===== src/rtl/satl_way_ram.sv =====
// one way of the tag array: a valid bit and a tag per set, registered read
module satl_way_ram #(
  parameter int unsigned DEPTH_BITS = 6,
  parameter int unsigned WIDTH      = 22
) (
  input  logic                  clk,
  input  logic                  we,
  input  logic [DEPTH_BITS-1:0] waddr,
  input  logic [WIDTH-1:0]      wdata,
  input  logic                  re,
  input  logic [DEPTH_BITS-1:0] raddr,
  output logic [WIDTH-1:0]      rdata
);

  logic [WIDTH-1:0] mem [2**DEPTH_BITS];

  always_ff @(posedge clk) begin
    if (we) begin
      mem[waddr] <= wdata;
    end
  end

  always_ff @(posedge clk) begin
    if (re) begin
      rdata <= mem[raddr];
    end
  end

endmodule


===== config.mk =====
export PLATFORM = sky130hd
export DESIGN_NAME = satl_way_ram
export DESIGN_NICKNAME = d
export VERILOG_FILES = /design/src/rtl/satl_way_ram.sv
export SDC_FILE = /design/constraint.sdc
export NUM_CORES = 1
export LEC_CHECK = 0
export BUFFER_PORTS_ARGS = -buffer_cell sky130_fd_sc_hd__buf_2
export CORE_UTILIZATION = 65
export CTS_BUF_LIST = sky130_fd_sc_hd__clkbuf_8
export CTS_CLUSTER_DIAMETER = 120
export DETAILED_ROUTE_END_ITERATION = 10
export PLACE_DENSITY = 0.82
export SLEW_MARGIN = 20
export SYNTH_ARGS = -nofsm -noshare
export SYNTH_HDL_FRONTEND = slang
export SYNTH_SLANG_ARGS = --single-unit

===== constraint.sdc =====
create_clock -name clk -period 7 [get_ports clk]
set_clock_uncertainty 0.1 [all_clocks]
set_input_delay 0.35 -clock clk [delete_from_list [all_inputs] [get_ports clk]]
set_output_delay 0.35 -clock clk [all_outputs]
set_load 0.1 [all_outputs]

==> reports/qor.yml <==
die:
  die_x_um: 292
  ios: 59
  die_h_um: 292
  num_rows: 105
  start_util_pct: 66.0
  dieArea_sq_um: 85000
  core-area_sq_um: 82500
detailed_routing:
  via_per_inst: 6.99
  wl_per_cell_um: 33.5
  drt_iter0_markers: 3857
  postRouteAntennaNets: 0
  route.detailed.drc: 0
  wirelength_um: 127000
  firstDrtPassIters: 6
  num_vias: 26599
timing:
  setup_viol: 0
  hold_viol_final: 0
  period_share_pct: 43.5
  rsz0062_at_grt: "no"
  maxSlewViolCount: 0
  setup_tns_ns: 0
  fin_crit_ns: 3.05
  worstMarginPinSlew_ns: 1.08
  slew-limit-headroom_pct: 27.5
  fmax_mhz: 328
  setup_ws_ns: 3.95
critical_path:
  cp-start-kind: "primary input"
  end_kind: "register"
  crit_arrival_ns: 3.52
  cp_max_fo: 122
  worstPathRequired_ns: 7.47
  criticalPathCategory: "primary input to register"
place:
  dpl_worst_slack_ns: 3.30
  portBuffers: 58
  dp_hpwl_um: 70200
  gp_congestion: 0.847
layout:
  drive_above_1_share_pct: 30.0
  final_common_cell: "edfxtp_1"
  nNetsFinal: 2601
  fill_cells: 4207
  final_cell_mix: "1430 x edfxtp_1, 352 x mux4_2, 207 x clkbuf_8, 70 x mux2i_1, 69 x buf_4"
  final_core_util_pct: 73.2
  area_delta_synth_final_pct: 10.8
synthesis:
  synth_cell_types: 37
  synthesis.area_sq_um: 54500
  avgSynthCellArea_sq_um: 23.2
  synth_top_flop_cell: "edfxtp_1"
  mappedNetlistNets: 2386
  async_flop_share_pct: 0
  synthCells: 2349
  ys_ff_latch: 1430
  synth-edff-count: 1430
  ys_warn_count: 0
  synth-seq-area-share_pct: 78.8
power:
  leakagePower_nw: 19.0
  ir_worst_vdd_uv: 177
  powerDensity_nw_per_um2: 274
clock_network:
  clk_latency_ns: 0.88
  cts_buffers: 206
  cts_setup_buffers: 0
  root_buffer: "clkbuf_8"
  cts_tree: "built"
  htreeDepth: 4
  clock-sinks: 1430
  path_clk_slew_ns: 0.07
  clk_path_buf_depth: 3
run_status:
  status: "completed"
global_routing:
  grt_antenna_before_repair: 17
  first_global_vias: 27131
  grt_first_pass_wirelength_um: 183000
  gr-usage-all-layers_pct: 30.8
  grt_max_degree: 123
  gr-total-overflow: 0
hold_path:
  hold_path_class: "primary input to register"
job:
  drv_cap: 0
[power by group]
part	leakage (nW)	switching (W)	internal (W)
clock network	2.15	0.00315	0.00294
registers	12.9	0.0000344	0.00950
logic	4.01	0.000625	0.000307
[final timing paths]
kind,endpoint,cells past startpoint,slack [ns],start
worst min register to register,rdata[7],3,0.85,mem[54][7]
worst min-delay path,mem[46][0],2,0.05,wdata[0]
worst max-delay path,rdata[20],6,3.95,raddr[1]
worst max register to register,rdata[11],4,4.50,mem[10][11]
[per-stage QoR]
stage	total power (W)	hold WS [ns]	instances	area (sq um)
final	0.0166	0.0462	3805	60400
after global routing	0.0170	0.0331	3797	60300
after CTS	0.0166	0.00289	3782	60200
after detailed placement	0.0106	0.829	3406	56300
after global placement	0.0106	0.826	3404	56300
after floorplan	0.0102	0.349	2349	54500
[flip-flops by register name, summed over array words and instances, names as in the netlist]
name	count
rdata	22
mem	1408
[kinds of logic (layout without fill, tap and decap cells)]
logic type / after synthesis / count (layout) / synth area share [%]
buf+inv: 134 / 510 / 1.25
simple gates: 175 / 175 / 1.49
other cells: 0 / 10 / 0
mux: 434 / 434 / 16.1
compound gates: 176 / 176 / 2.36
flops: 1430 / 1430 / 78.8
[critical path: stages]
cell and delay (ns):
clkbuf_8 0.56, buf_12 0.68, mux4_2 0.44, mux4_2 0.51
o221ai_1 0.58, o21ai_0 0.17
[metal layers]
| layer | share of wire, % | global-route usage, % | vias to the layer above |
|---|---|---|---|
| li1 | - | - | 10537 |
| met1 | 34 | 41.6 | 13707 |
| met2 | 48 | 47.5 | 2017 |
| met3 | 14 | 9.35 | 324 |
| met4 | 4.1 | 12.8 | 14 |
| met5 | 0.072 | 0 | - |
[Yosys cell counts (4+ instances only)]
cell	instances	area [sq um]
edfxtp_1	1430	42900
mux4_2	352	7930
nor2_1	82	308
mux2i_1	70	701
clkbuf_1	56	210
a22oi_1	44	330
buf_2	39	195
buf_4	32	240
nand3_1	27	135
a22o_1	22	193
nand2_1	21	78.8
o21ai_0	21	105
a221oi_1	20	175
a21oi_1	19	95.1
a211oi_1	13	97.6
o221ai_1	13	114
mux2_2	12	135
nor2b_1	12	75.1
o22ai_1	8	50.1
nand3b_1	7	52.6
a211o_1	6	52.6
nor3_1	6	30.0
buf_1	5	18.8
and2_1	4	25.0
and3_1	4	25.0
nand2b_1	4	25.0
o32ai_1	4	35.0
[cell type report]
| type | count | area [sq um] | area share [%] |
|---|---|---|---|
| flip-flops and latches | 1430 | 42900 | 71.1 |
| multi-input cells | 785 | 11200 | 18.5 |
| clock buffers | 206 | 2840 | 4.70 |
| well taps | 1070 | 1340 | 2.22 |
| repair buffers | 141 | 1100 | 1.82 |
| clock inverters | 163 | 945 | 1.56 |
| diodes | 10 | 25.0 | 0.0415 |
[timing repair]
action | 4_1_cts | 5_1_grt
resized for setup | 0 | 0
endpoints found under the hold margin | 73 | 623
hold buffers | 7 | 13
(Power assumes the default switching activity.)
